$ cat config.mk
export PLATFORM = sky130hd
export DESIGN_NAME = slab_block_allocator_unit_flat
export DESIGN_NICKNAME = d
export VERILOG_FILES = /design/src/sbal_pkg.sv /design/src/sbal_req_if.sv /design/src/sbal_rsp_if.sv /design/src/sbal_ram.sv /design/src/sbal_ctrl.sv /design/src/sbal_dp.sv /design/src/slab_block_allocator_unit.sv /design/src/flat_wrapper.sv
export SDC_FILE = /design/constraint.sdc
export NUM_CORES = 2
export LEC_CHECK = 0
export BUFFER_PORTS_ARGS = -buffer_cell sky130_fd_sc_hd__buf_2
export CAP_MARGIN = 5
export CORE_MARGIN = 10
export CORE_UTILIZATION = 25
export CTS_CLUSTER_DIAMETER = 200
export DETAILED_ROUTE_END_ITERATION = 8
export GPL_ROUTABILITY_DRIVEN = 0
export SYNTH_ARGS = -nofsm -noshare
export SYNTH_HDL_FRONTEND = slang
export SYNTH_HIERARCHICAL = 1
export SYNTH_SLANG_ARGS = --single-unit
$ cat constraint.sdc
create_clock -name clock -period 13.7 [get_ports clock]
set_input_delay 2.055 -clock clock [delete_from_list [all_inputs] [get_ports clock]]
set_output_delay 2.055 -clock clock [all_outputs]
set_load 0.01 [all_outputs]
$ cat src/sbal_pkg.sv
`default_nettype none
package sbal_pkg;

   localparam int BLOCKS_PER_SLAB = 16;
   localparam int MAX_SLABS       = 16;

   localparam int SLAB_W   = $clog2(MAX_SLABS);
   localparam int BLK_W    = $clog2(BLOCKS_PER_SLAB);
   localparam int LINK_W   = $clog2(MAX_SLABS + 1);
   localparam int NEXT_W   = $clog2(BLOCKS_PER_SLAB + 1);
   localparam int CNT_W    = $clog2(BLOCKS_PER_SLAB + 1);
   localparam int ADDR_W   = SLAB_W + BLK_W;
   localparam int FIELD_W  = 4;
   localparam int STATUS_W = 2;

   localparam logic [LINK_W-1:0] NO_SLAB   = LINK_W'(MAX_SLABS);
   localparam logic [NEXT_W-1:0] END_BLOCK = NEXT_W'(BLOCKS_PER_SLAB);
   localparam logic [CNT_W-1:0]  FULL_CNT  = CNT_W'(BLOCKS_PER_SLAB);

   localparam logic ACT_ALLOC = 1'b0;
   localparam logic ACT_FREE  = 1'b1;

   typedef enum logic [STATUS_W-1:0] {
      ST_ALLOCATED = 2'd0,
      ST_FREED     = 2'd1,
      ST_NO_SPACE  = 2'd2,
      ST_INVALID   = 2'd3
   } status_code_type;

   typedef struct packed {
      logic            capture;
      logic            take_recyc;
      logic            create;
      logic            fill;
      logic            pop_read;
      logic            pop_commit;
      logic            free_commit;
      logic            set_code;
      status_code_type code;
      logic            rsp_load;
   } cmd_type;

   typedef struct packed {
      logic action;
      logic avail_ok;
      logic recyc_ok;
      logic can_create;
      logic pop_ok;
      logic free_ok;
      logic fill_last;
      logic rsp_free;
   } flags_type;

endpackage
`default_nettype wire

$ cat src/sbal_req_if.sv
`default_nettype none
interface sbal_req_if;
   logic                         valid;
   logic                         ready;
   logic                         action;
   logic [sbal_pkg::FIELD_W-1:0] free_slab;
   logic [sbal_pkg::FIELD_W-1:0] free_block;

   modport source (output valid, action, free_slab, free_block, input ready);
   modport sink (input valid, action, free_slab, free_block, output ready);
endinterface
`default_nettype wire

$ cat src/sbal_rsp_if.sv
`default_nettype none
interface sbal_rsp_if;
   logic                          valid;
   logic                          ready;
   logic [sbal_pkg::STATUS_W-1:0] status;
   logic [sbal_pkg::FIELD_W-1:0]  given_slab;
   logic [sbal_pkg::FIELD_W-1:0]  given_block;

   modport source (output valid, status, given_slab, given_block, input ready);
   modport sink (input valid, status, given_slab, given_block, output ready);
endinterface
`default_nettype wire

$ cat src/sbal_ram.sv
`default_nettype none
module sbal_ram #(
   parameter int WIDTH = 8,
   parameter int DEPTH = 16
) (
   input  wire logic                     clock,
   input  wire logic                     we,
   input  wire logic [$clog2(DEPTH)-1:0] waddr,
   input  wire logic [WIDTH-1:0]         wdata,
   input  wire logic [$clog2(DEPTH)-1:0] raddr,
   output logic      [WIDTH-1:0]         rdata
);
   logic [WIDTH-1:0] mem [DEPTH];
   logic [WIDTH-1:0] rdata_ff;

   always_ff @(posedge clock) begin
      if (we) begin
         mem[waddr] <= wdata;
      end
      rdata_ff <= mem[raddr];
   end

   assign rdata = rdata_ff;
endmodule
`default_nettype wire

$ cat src/sbal_ctrl.sv
`default_nettype none
module sbal_ctrl (
   input  wire logic                clock,
   input  wire logic                reset,
   input  wire logic                req_valid,
   output logic                     req_ready,
   input  wire sbal_pkg::flags_type flags,
   output sbal_pkg::cmd_type        cmd
);
   import sbal_pkg::*;

   typedef enum logic [6:0] {
      S_IDLE   = 7'b0000001,
      S_ALLOC  = 7'b0000010,
      S_FILL   = 7'b0000100,
      S_POP    = 7'b0001000,
      S_COMMIT = 7'b0010000,
      S_FREE   = 7'b0100000,
      S_DONE   = 7'b1000000
   } state_type;

   state_type state_ff, state_in;

   always_comb begin
      state_in = state_ff;
      cmd      = '0;
      cmd.code = ST_ALLOCATED;
      req_ready = 1'b0;
      case (state_ff)
         S_IDLE: begin
            req_ready = 1'b1;
            if (req_valid) begin
               cmd.capture = 1'b1;
               state_in = S_ALLOC;
            end
         end
         S_ALLOC: begin
            if (flags.action == ACT_FREE) begin
               state_in = S_FREE;
            end else if (flags.avail_ok) begin
               state_in = S_POP;
            end else if (flags.recyc_ok) begin
               cmd.take_recyc = 1'b1;
               state_in = S_POP;
            end else if (flags.can_create) begin
               cmd.create = 1'b1;
               state_in = S_FILL;
            end else begin
               cmd.set_code = 1'b1;
               cmd.code = ST_NO_SPACE;
               state_in = S_DONE;
            end
         end
         S_FILL: begin
            cmd.fill = 1'b1;
            if (flags.fill_last) begin
               state_in = S_POP;
            end
         end
         S_POP: begin
            if (flags.pop_ok) begin
               cmd.pop_read = 1'b1;
               state_in = S_COMMIT;
            end else begin
               cmd.set_code = 1'b1;
               cmd.code = ST_NO_SPACE;
               state_in = S_DONE;
            end
         end
         S_COMMIT: begin
            cmd.pop_commit = 1'b1;
            cmd.set_code = 1'b1;
            cmd.code = ST_ALLOCATED;
            state_in = S_DONE;
         end
         S_FREE: begin
            cmd.set_code = 1'b1;
            if (flags.free_ok) begin
               cmd.free_commit = 1'b1;
               cmd.code = ST_FREED;
            end else begin
               cmd.code = ST_INVALID;
            end
            state_in = S_DONE;
         end
         S_DONE: begin
            if (flags.rsp_free) begin
               cmd.rsp_load = 1'b1;
               state_in = S_IDLE;
            end
         end
         default: begin
            state_in = S_IDLE;
         end
      endcase
   end

   always_ff @(posedge clock) begin
      if (reset) begin
         state_ff <= S_IDLE;
      end else begin
         state_ff <= state_in;
      end
   end
endmodule
`default_nettype wire

$ cat src/sbal_dp.sv
`default_nettype none
module sbal_dp (
   input  wire logic                          clock,
   input  wire logic                          reset,
   input  wire logic                          req_action,
   input  wire logic [sbal_pkg::FIELD_W-1:0]  req_free_slab,
   input  wire logic [sbal_pkg::FIELD_W-1:0]  req_free_block,
   output logic                               rsp_valid,
   input  wire logic                          rsp_ready,
   output logic      [sbal_pkg::STATUS_W-1:0] rsp_status,
   output logic      [sbal_pkg::FIELD_W-1:0]  rsp_given_slab,
   output logic      [sbal_pkg::FIELD_W-1:0]  rsp_given_block,
   input  wire sbal_pkg::cmd_type             cmd,
   output sbal_pkg::flags_type                flags
);
   import sbal_pkg::*;

   localparam int CMP_W = LINK_W + FIELD_W + NEXT_W;

   logic [NEXT_W-1:0] head_ff [MAX_SLABS];
   logic [NEXT_W-1:0] head_in [MAX_SLABS];
   logic [CNT_W-1:0]  used_ff [MAX_SLABS];
   logic [CNT_W-1:0]  used_in [MAX_SLABS];
   logic [LINK_W-1:0] prev_ff [MAX_SLABS];
   logic [LINK_W-1:0] prev_in [MAX_SLABS];
   logic [LINK_W-1:0] next_ff [MAX_SLABS];
   logic [LINK_W-1:0] next_in [MAX_SLABS];

   logic [LINK_W-1:0] avail_ff, avail_in, full_ff, full_in, recyc_ff, recyc_in;
   logic [LINK_W-1:0] created_ff, created_in;

   logic                 action_ff;
   logic [FIELD_W-1:0]   in_slab_ff, in_block_ff;
   logic [SLAB_W-1:0]    cur_slab_ff, cur_slab_in;
   logic [BLK_W-1:0]     cur_block_ff, cur_block_in;
   logic [NEXT_W-1:0]    fill_ff, fill_in;
   status_code_type      code_ff;

   logic                 rsp_valid_ff;
   logic [STATUS_W-1:0]  rsp_status_ff;
   logic [FIELD_W-1:0]   rsp_slab_ff, rsp_block_ff;

   logic                 mem_we;
   logic [ADDR_W-1:0]    mem_waddr, mem_raddr;
   logic [NEXT_W-1:0]    mem_wdata, mem_rdata;

   logic [SLAB_W-1:0]    av_idx, fr_idx, new_idx;
   logic [NEXT_W-1:0]    av_head;
   logic [CNT_W-1:0]     av_used, cnt_inc;
   logic [LINK_W-1:0]    nx, pv, nrec;

   sbal_ram #(
      .WIDTH (NEXT_W),
      .DEPTH (MAX_SLABS * BLOCKS_PER_SLAB)
   ) u_next_ram (
      .clock (clock),
      .we    (mem_we),
      .waddr (mem_waddr),
      .wdata (mem_wdata),
      .raddr (mem_raddr),
      .rdata (mem_rdata)
   );

   assign av_idx  = avail_ff[SLAB_W-1:0];
   assign fr_idx  = in_slab_ff[SLAB_W-1:0];
   assign new_idx = created_ff[SLAB_W-1:0];
   assign av_head = head_ff[av_idx];
   assign av_used = used_ff[av_idx];
   assign cnt_inc = used_ff[cur_slab_ff] + CNT_W'(1);

   always_comb begin
      flags.action     = action_ff;
      flags.avail_ok   = avail_ff < NO_SLAB;
      flags.recyc_ok   = recyc_ff < NO_SLAB;
      flags.can_create = created_ff < NO_SLAB;
      flags.pop_ok     = (av_head < END_BLOCK) && (av_used < FULL_CNT);
      flags.free_ok    = (CMP_W'(in_slab_ff) < CMP_W'(created_ff))
                         && (CMP_W'(in_block_ff) < CMP_W'(BLOCKS_PER_SLAB))
                         && (used_ff[fr_idx] != '0);
      flags.fill_last  = fill_ff == END_BLOCK - NEXT_W'(1);
      flags.rsp_free   = !rsp_valid_ff || rsp_ready;
   end

   always_comb begin
      mem_we    = 1'b0;
      mem_waddr = {cur_slab_ff, fill_ff[BLK_W-1:0]};
      mem_wdata = fill_ff + NEXT_W'(1);
      mem_raddr = {av_idx, av_head[BLK_W-1:0]};
      if (cmd.fill) begin
         mem_we = 1'b1;
      end else if (cmd.free_commit) begin
         mem_we    = 1'b1;
         mem_waddr = {fr_idx, in_block_ff[BLK_W-1:0]};
         mem_wdata = head_ff[fr_idx];
      end
   end

   always_comb begin
      head_in      = head_ff;
      used_in      = used_ff;
      prev_in      = prev_ff;
      next_in      = next_ff;
      avail_in     = avail_ff;
      full_in      = full_ff;
      recyc_in     = recyc_ff;
      created_in   = created_ff;
      cur_slab_in  = cur_slab_ff;
      cur_block_in = cur_block_ff;
      fill_in      = fill_ff;
      nx   = next_ff[cur_slab_ff];
      pv   = prev_ff[fr_idx];
      nrec = next_ff[fr_idx];

      if (cmd.take_recyc) begin
         avail_in = recyc_ff;
         recyc_in = NO_SLAB;
      end

      if (cmd.create) begin
         cur_slab_in      = new_idx;
         created_in       = created_ff + LINK_W'(1);
         head_in[new_idx] = '0;
         used_in[new_idx] = '0;
         prev_in[new_idx] = NO_SLAB;
         next_in[new_idx] = avail_ff;
         avail_in         = LINK_W'(new_idx);
         fill_in          = '0;
      end

      if (cmd.fill) begin
         fill_in = fill_ff + NEXT_W'(1);
      end

      if (cmd.pop_read) begin
         cur_slab_in  = av_idx;
         cur_block_in = av_head[BLK_W-1:0];
      end

      if (cmd.pop_commit) begin
         head_in[cur_slab_ff] = mem_rdata;
         used_in[cur_slab_ff] = cnt_inc;
         if (cnt_inc == FULL_CNT) begin
            avail_in = nx;
            if (nx < NO_SLAB) begin
               prev_in[nx[SLAB_W-1:0]] = NO_SLAB;
            end
            if (full_ff < NO_SLAB) begin
               prev_in[full_ff[SLAB_W-1:0]] = LINK_W'(cur_slab_ff);
            end
            prev_in[cur_slab_ff] = NO_SLAB;
            next_in[cur_slab_ff] = full_ff;
            full_in = LINK_W'(cur_slab_ff);
         end
      end

      if (cmd.free_commit) begin
         head_in[fr_idx] = NEXT_W'(in_block_ff[BLK_W-1:0]);
         used_in[fr_idx] = used_ff[fr_idx] - CNT_W'(1);
         if (used_ff[fr_idx] == FULL_CNT) begin
            if (nrec < NO_SLAB) begin
               prev_in[nrec[SLAB_W-1:0]] = pv;
            end
            if (pv < NO_SLAB) begin
               next_in[pv[SLAB_W-1:0]] = nrec;
            end else begin
               full_in = nrec;
            end
            if (recyc_ff < NO_SLAB) begin
               prev_in[recyc_ff[SLAB_W-1:0]] = LINK_W'(fr_idx);
            end
            prev_in[fr_idx] = NO_SLAB;
            next_in[fr_idx] = recyc_ff;
            recyc_in = LINK_W'(fr_idx);
         end
      end
   end

   always_ff @(posedge clock) begin
      if (reset) begin
         avail_ff     <= NO_SLAB;
         full_ff      <= NO_SLAB;
         recyc_ff     <= NO_SLAB;
         created_ff   <= '0;
         rsp_valid_ff <= 1'b0;
         for (int i = 0; i < MAX_SLABS; i++) begin
            used_ff[i] <= '0;
         end
      end else begin
         avail_ff   <= avail_in;
         full_ff    <= full_in;
         recyc_ff   <= recyc_in;
         created_ff <= created_in;
         used_ff    <= used_in;
         if (cmd.rsp_load) begin
            rsp_valid_ff <= 1'b1;
         end else if (rsp_ready) begin
            rsp_valid_ff <= 1'b0;
         end
      end
   end

   always_ff @(posedge clock) begin
      head_ff      <= head_in;
      prev_ff      <= prev_in;
      next_ff      <= next_in;
      cur_slab_ff  <= cur_slab_in;
      cur_block_ff <= cur_block_in;
      fill_ff      <= fill_in;
      if (cmd.capture) begin
         action_ff   <= req_action;
         in_slab_ff  <= req_free_slab;
         in_block_ff <= req_free_block;
      end
      if (cmd.set_code) begin
         code_ff <= cmd.code;
      end
      if (cmd.rsp_load) begin
         rsp_status_ff <= code_ff;
         if (code_ff == ST_ALLOCATED) begin
            rsp_slab_ff  <= FIELD_W'(cur_slab_ff);
            rsp_block_ff <= FIELD_W'(cur_block_ff);
         end else begin
            rsp_slab_ff  <= '0;
            rsp_block_ff <= '0;
         end
      end
   end

   assign rsp_valid       = rsp_valid_ff;
   assign rsp_status      = rsp_status_ff;
   assign rsp_given_slab  = rsp_slab_ff;
   assign rsp_given_block = rsp_block_ff;
endmodule
`default_nettype wire

$ cat src/slab_block_allocator_unit.sv
// Slab block allocator: hands out (slab, block) handles from up to 16 slabs of
// 16 blocks and takes them back. One item is in work at a time. An allocate
// that has to create a new slab first writes that slab's free list into the
// next-block RAM one entry per cycle. The next item is accepted in the cycle
// after the result is loaded. The result sits in an output register, so the
// next item is taken while it waits; a further result waits only if that one
// is still held.
`default_nettype none
module slab_block_allocator_unit (
   input wire logic clock,
   input wire logic reset,
   sbal_req_if.sink   req_ch,
   sbal_rsp_if.source rsp_ch
);
   import sbal_pkg::*;

   cmd_type   cmd;
   flags_type flags;

   sbal_ctrl u_ctrl (
      .clock     (clock),
      .reset     (reset),
      .req_valid (req_ch.valid),
      .req_ready (req_ch.ready),
      .flags     (flags),
      .cmd       (cmd)
   );

   sbal_dp u_dp (
      .clock           (clock),
      .reset           (reset),
      .req_action      (req_ch.action),
      .req_free_slab   (req_ch.free_slab),
      .req_free_block  (req_ch.free_block),
      .rsp_valid       (rsp_ch.valid),
      .rsp_ready       (rsp_ch.ready),
      .rsp_status      (rsp_ch.status),
      .rsp_given_slab  (rsp_ch.given_slab),
      .rsp_given_block (rsp_ch.given_block),
      .cmd             (cmd),
      .flags           (flags)
   );
endmodule
`default_nettype wire
$ cat src/flat_wrapper.sv
// flat-port wrapper written by rule: the top's interface ports become plain ports
module slab_block_allocator_unit_flat import sbal_pkg::*;
  (clock, reset, req_ch_valid, req_ch_action, req_ch_free_slab, req_ch_free_block, req_ch_ready, rsp_ch_valid, rsp_ch_status, rsp_ch_given_slab, rsp_ch_given_block, rsp_ch_ready);
  sbal_req_if req_ch_i ();
  sbal_rsp_if rsp_ch_i ();
  input wire logic clock;
  input wire logic reset;
  input wire logic [$bits(req_ch_i.valid)-1:0] req_ch_valid;
  input wire logic [$bits(req_ch_i.action)-1:0] req_ch_action;
  input wire logic [$bits(req_ch_i.free_slab)-1:0] req_ch_free_slab;
  input wire logic [$bits(req_ch_i.free_block)-1:0] req_ch_free_block;
  output wire logic [$bits(req_ch_i.ready)-1:0] req_ch_ready;
  output wire logic [$bits(rsp_ch_i.valid)-1:0] rsp_ch_valid;
  output wire logic [$bits(rsp_ch_i.status)-1:0] rsp_ch_status;
  output wire logic [$bits(rsp_ch_i.given_slab)-1:0] rsp_ch_given_slab;
  output wire logic [$bits(rsp_ch_i.given_block)-1:0] rsp_ch_given_block;
  input wire logic [$bits(rsp_ch_i.ready)-1:0] rsp_ch_ready;
  assign req_ch_i.valid = req_ch_valid;
  assign req_ch_i.action = req_ch_action;
  assign req_ch_i.free_slab = req_ch_free_slab;
  assign req_ch_i.free_block = req_ch_free_block;
  assign req_ch_ready = req_ch_i.ready;
  assign rsp_ch_valid = rsp_ch_i.valid;
  assign rsp_ch_status = rsp_ch_i.status;
  assign rsp_ch_given_slab = rsp_ch_i.given_slab;
  assign rsp_ch_given_block = rsp_ch_i.given_block;
  assign rsp_ch_i.ready = rsp_ch_ready;
  slab_block_allocator_unit u_core (.clock(clock), .reset(reset), .req_ch(req_ch_i), .rsp_ch(rsp_ch_i));
endmodule
# After elaboration in Yosys (flattened, before gate mapping)
# Memory sizes are Yosys's and may differ from the RTL's. A register that Yosys moved wholly into a read port is not among the register bits.
# Cells that the tools add are included.
[totals]
regBits = 382
word_cells = 309
ramBits = 1280
output_inout_bits = 12
in_bits = 13
n_memories = 1
[memory_table]
columns = ["memory", "depth", "word_bits", "read_ports", "rd_clocked_by_memory_dff", "write_ports", "line", "text"]
rows = [
  ["u_core.u_dp.u_next_ram.mem", 256, 5, 1, 1, 1, "sbal_ram.sv:13", "logic [WIDTH-1:0] mem [DEPTH];"],
]
[classes]
addsub = 4
n_reduce_logical = 19
magnitude_cmp = 27
mux = 141
eq_ne = 13
bitwise = 24
[op_table]
columns = ["op", "count"]
rows = [
  ["80-bit 2-to-1 mux", 31],
  ["80-bit bitwise mux", 11],
  ["64-bit AND", 4],
  ["64-bit NOT", 4],
  ["5-bit 2-to-1 mux", 40],
  ["80-bit AND", 2],
  ["5-bit binary-select mux with 4-bit select", 8],
  ["5-bit demux with 4-bit select", 8],
  ["80-bit NOT", 1],
  ["16-bit bitwise OR", 4],
  ["7-bit 2-to-1 mux", 8],
  ["5-bit >= comparator (second input constant)", 9],
  ["5-bit less-than comparator (second input constant)", 9],
  ["4-bit NOT with 5-bit output", 9],
  ["7-bit case mux with 6 select lines", 1],
  ["5-bit by 1-bit less-than comparator with 1-bit output (second input constant)", 8],
  ["1-bit 2-to-1 mux", 20],
  ["8-bit 2-to-1 mux", 2],
  ["5-bit by 1-bit adder with 5-bit output (second input constant)", 3],
  ["3-bit 2-to-1 mux", 5],
  ["3-bit case mux with 4 select lines", 1],
  ["5-bit equality test (second input constant)", 2],
  ["1-bit logical AND", 10],
  ["2-bit 2-to-1 mux", 4],
  ["other kinds (20)", 24],
]

# Depth between registers and ports, before layout
[depth]
ltp_word = 32
ltp_mapped = 22
ltp_nobuf = 14

# By module
# Netlist, hierarchy kept.
[modules_own_cells]
columns = ["mod", "n_inst", "area_per_inst_um2", "cells_each", "seq_area_each_um2"]
rows = [
  ["sbal_ram", 1, 50284.5, 2497, 38537.0],
  ["sbal_dp", 1, 25570.8, 2907, 7847.5],
  ["sbal_ctrl", 1, 523.0, 69, 140.1],
]

# Worst setup path before layout
# OpenSTA, ideal clock, no wires.
[synth_timing]
path_kind = "register -> register"
startpoint = "register u_core.u_dp.in_slab_ff[0], in the netlist u_core/u_dp/fr_idx[0]"
endpoint = "memory u_core/u_dp/u_next_ram/mem[0][0] (netlist name), data pin"
setup_time_ns = 1.578
required_ns = 12.122
slack_ns = 1.010
arrival_ns = 11.112
period_less_slack_ns = 12.690
stages_incl_launch_ff = 18
path_buffers = 7
path_cell_list = "edfxtp_1 > buf_4 > buf_2 > buf_2 > buf_2 > mux4_2 > mux2_2 > o21ai_1 > clkbuf_1 > ha_1 > nand2_1 > o22a_1 > and2_1 > nand2b_1 > clkbuf_1 > buf_1 > nor2_1 > a21oi_1"
[synth_lines]
columns = ["element", "line", "text"]
rows = [
  ["start, declared", "sbal_dp.sv:33", "logic [FIELD_W-1:0] in_slab_ff, in_block_ff;"],
  ["start signal, assigned", "sbal_dp.sv:211", "in_slab_ff <= req_free_slab;"],
  ["end, declared", "sbal_ram.sv:13", ""],
]

==> reports/qor.csv <==
metric,value,unit
status,finished with violations,
failing checks,DRC,
total gr overflow,0,
FP Rows,202,
warning count from the yosys run,6,
DP Wirelength,162000,µm
global-route usage over all layers,0.146,
# hold bufs at CTS,0,
Clock Skew,0.106,ns
routed length per placed instance,26.4,µm
initial core utilization,0.252,
Max Slew Vio Count,0,
fin nets,5401,
layout cell share with drive strength beyond 1,0.191,
post-synth net total,5498,
mapped cell area,76400,µm²
ys flop type,edfxtp_1,
"EDFF count, synth",1314,
Setup Crit Path Kind,reg2reg,
max frequency,126,MHz
Die Y-Extent,573,µm
unrepaired setup endpoints after global routing,false,
hold_sp,u_core/u_dp/prev_ff[16],
max cap viols,0,
boundary pin count,25,
vias,52900,
Synth area leaders,"edfxtp_1 52%, mux4_2 13%, dfxtp_1 9.3%, nor2_1 3.4%, mux2i_1 2.6%",
Synth cell types,89,
"flops & latches, synth",1667,
Pre-Repair DR Iteration Count,9,
largest net degree at the start of global routing,191,
Min-Delay Path Depth,1,
design area,86600,µm²
Final period util,0.578,
pre-CTS WS,5.80,ns
R2R depth,16,
initial antenna violation count,9,
drt via density,5.51,
Hold Crit Class,reg2reg,
Leakage,26.0,nW
"commonest non-fill, non-tap cells in the layout","1314 x edfxtp_1, 685 x nor2_1, 441 x mux4_2, 348 x dfxtp_1, 346 x nand2_1",
Slew headroom,0.0600,
Power Density,120,nW/µm²
Die Width,573,µm
cell accounting for the most synthesized area,edfxtp_1,
CP Launch Type,flip-flop,
Worst R2R Start,u_core/u_dp/fr_idx[0],
H-tree levels,4,
actual slew at the worst max-slew pin,1.40,ns
placed cell area,81000,µm²
clk root buf,clkbuf_16,
DRT iter0 DRCs,8051,
"most common cell after layout, fill and taps aside",edfxtp_1,
Core Box Area,304000,µm²
Mean Syn Cell Area,14.0,µm²
Synth top area share,0.517,
Crit path arrival time,8.33,ns
"Seq/Total Area, Yosys",0.609,
WP data required,14.11,ns
setup bufs post-CTS,0,
CP Max Fanout,39,
Clock Sinks,1667,
later-pin clock latency in the skew report,0.86,ns
R2R Setup Slk,5.78,ns
Buffers on Ports,24,
TritonCTS buffer count,171,
Area Overhead vs Synth,13.4,%
Final Critical Period,7.92,ns
CTS tree,done,
Post-route DRC,13,
Post-Synthesis Cells,5473,
CP endpoint kind,flip-flop,
WL final,254000,µm
Hold Path End,u_core/u_dp/prev_ff[16],
first-pass GRT wire length,367000,µm
vias in the first global route,51800,
Async SR Flop Fraction,0,
setup TNS,0,ns
Clock transition at path regs,0.06,ns
reg-to-reg endpoint,u_core/u_dp/u_next_ram/mem[104][3],
Resize count post-CTS,0,
worst vdd ir,127,µV
Worst Setup SP,u_core/u_dp/fr_idx[0],
hold_ws,0.454,ns
Final Hold Vio Count,0,
endpoints failing setup,0,
Clock Tree Buf Depth,3,
DIE AREA,328000,µm²
"antenna viol nets, final",0,
post-route setup slack,5.78,ns
-- cell type report --
class / count / area (µm²)
Fill cell: 30300 / 217000
Timing Repair Buffer: 166 / 1300
Clock inverter: 111 / 1130
Tap cell: 4080 / 5100
Inverter: 26 / 97.6
Antenna cell: 4 / 10.0
Clock buffer: 206 / 4440
Sequential cell: 1667 / 46500
Multi-Input combinational cell: 3344 / 28000
-- stage by stage --
| step | utilization | power [mW] | instances |
|---|---|---|---|
| after floorplan | - | 5.76 | 5473 |
| after global placement | 0.267 | 5.87 | 9280 |
| after detailed placement | 0.267 | 5.87 | 9281 |
| after CTS | 0.285 | 10.5 | 9598 |
| after global routing | 0.285 | 10.7 | 9600 |
| final | 0.285 | 10.4 | 9604 |
-- state kept, by name, summed over array words and instances, names as in the netlist, 2 cells and up --
name and cells:
u_core/u_dp/rsp_given_slab 4, u_core/u_dp/rsp_status 2, u_core/u_dp/cur_slab_ff 4, u_core/u_dp/fill_ff 5
u_core/u_dp/prev_ff 80, u_core/u_dp/next_ff 80, u_core/u_dp/avail_ff 5, u_core/u_dp/used_ff 80
u_core/u_dp/rsp_given_block 4, u_core/u_dp/recyc_ff 5, u_core/u_dp/head_ff 80, u_core/u_dp/code_ff 2
u_core/u_dp/full_ff 5, u_core/u_dp/in_block_ff 4, u_core/u_dp/fr_idx 4, u_core/u_dp/u_next_ram/rdata 5
u_core/u_ctrl/state_ff 7, u_core/u_dp/created_ff 5, u_core/u_dp/u_next_ram/mem 1280, u_core/u_dp/cur_block_ff 4
-- worst max-delay path, cell delays in order (launching register included) --
cell and delay [ns]:
edfxtp_1 0.75, buf_4 0.66, buf_4 0.67, mux4_2 0.60, mux4_2 0.51, nor2_1 0.42
nand2_1 0.11, o22a_1 0.22, and2_1 0.15, buf_4 0.23, nand2b_1 0.12, buf_4 0.32
mux2_2 0.47, nor2_1 0.43, nand3_1 0.89, buf_4 0.53, nor2_1 0.39
-- cells in the mapped netlist (49+ instances only) --
| cell type | instances |
|---|---|
| a211oi_1 | 67 |
| a21oi_1 | 164 |
| a221oi_1 | 184 |
| a22oi_1 | 114 |
| a31oi_1 | 52 |
| buf_2 | 49 |
| clkbuf_1 | 299 |
| dfxtp_1 | 353 |
| edfxtp_1 | 1314 |
| mux2_2 | 92 |
| mux2i_1 | 195 |
| mux4_2 | 444 |
| nand2_1 | 348 |
| nand3_1 | 109 |
| nor2_1 | 687 |
| nor3_1 | 133 |
| o21ai_0 | 144 |
| o22ai_1 | 75 |
-- kinds of logic after synthesis --
| family | after synthesis | synth area share |
|---|---|---|
| adder cells (fa/ha/maj) | 12 | 0.00197 |
| XOR/XNOR | 13 | 0.00149 |
| AND/OR/NAND/NOR | 1536 | 0.0893 |
| AO/OA/AOI/OAI | 1052 | 0.102 |
| multiplexers | 731 | 0.170 |
| buffers and inverters | 462 | 0.0263 |
| flip-flops | 1667 | 0.609 |
-- per-layer routing --
metal / track usage / routed length (µm)
met2: 0.224 / 113000
met4: 0.0668 / 13100
met3: 0.0388 / 29200
met1: 0.193 / 98000
met5: 0 / 13
-- worst max-delay path by stage --
stage	depth (start not counted)	to	slack [ns]
4_1_cts	16	u_core/u_dp/u_next_ram/mem[104][3]	5.78
3_5_place_dp	15	u_core/u_dp/u_next_ram/mem[181][3]	5.80
3_3_place_gp	16	u_core/u_dp/u_next_ram/mem[110][0]	5.46
5_1_grt	15	u_core/u_dp/u_next_ram/mem[68][3]	5.29
6_report	16	u_core/u_dp/u_next_ram/mem[104][3]	5.78
2_1_floorplan	17	u_core/u_dp/u_next_ram/mem[0][0]	1.01
-- report_power, final --
part | internal [mW] | switching (mW) | total [mW]
Sequential | 5.45 | 0.0137 | 5.46
Combinational | 0.0737 | 0.239 | 0.313
Clock | 2.54 | 2.08 | 4.62
Total | 8.06 | 2.33 | 10.4
No activity file was read; power rests on OpenSTA's default activity.
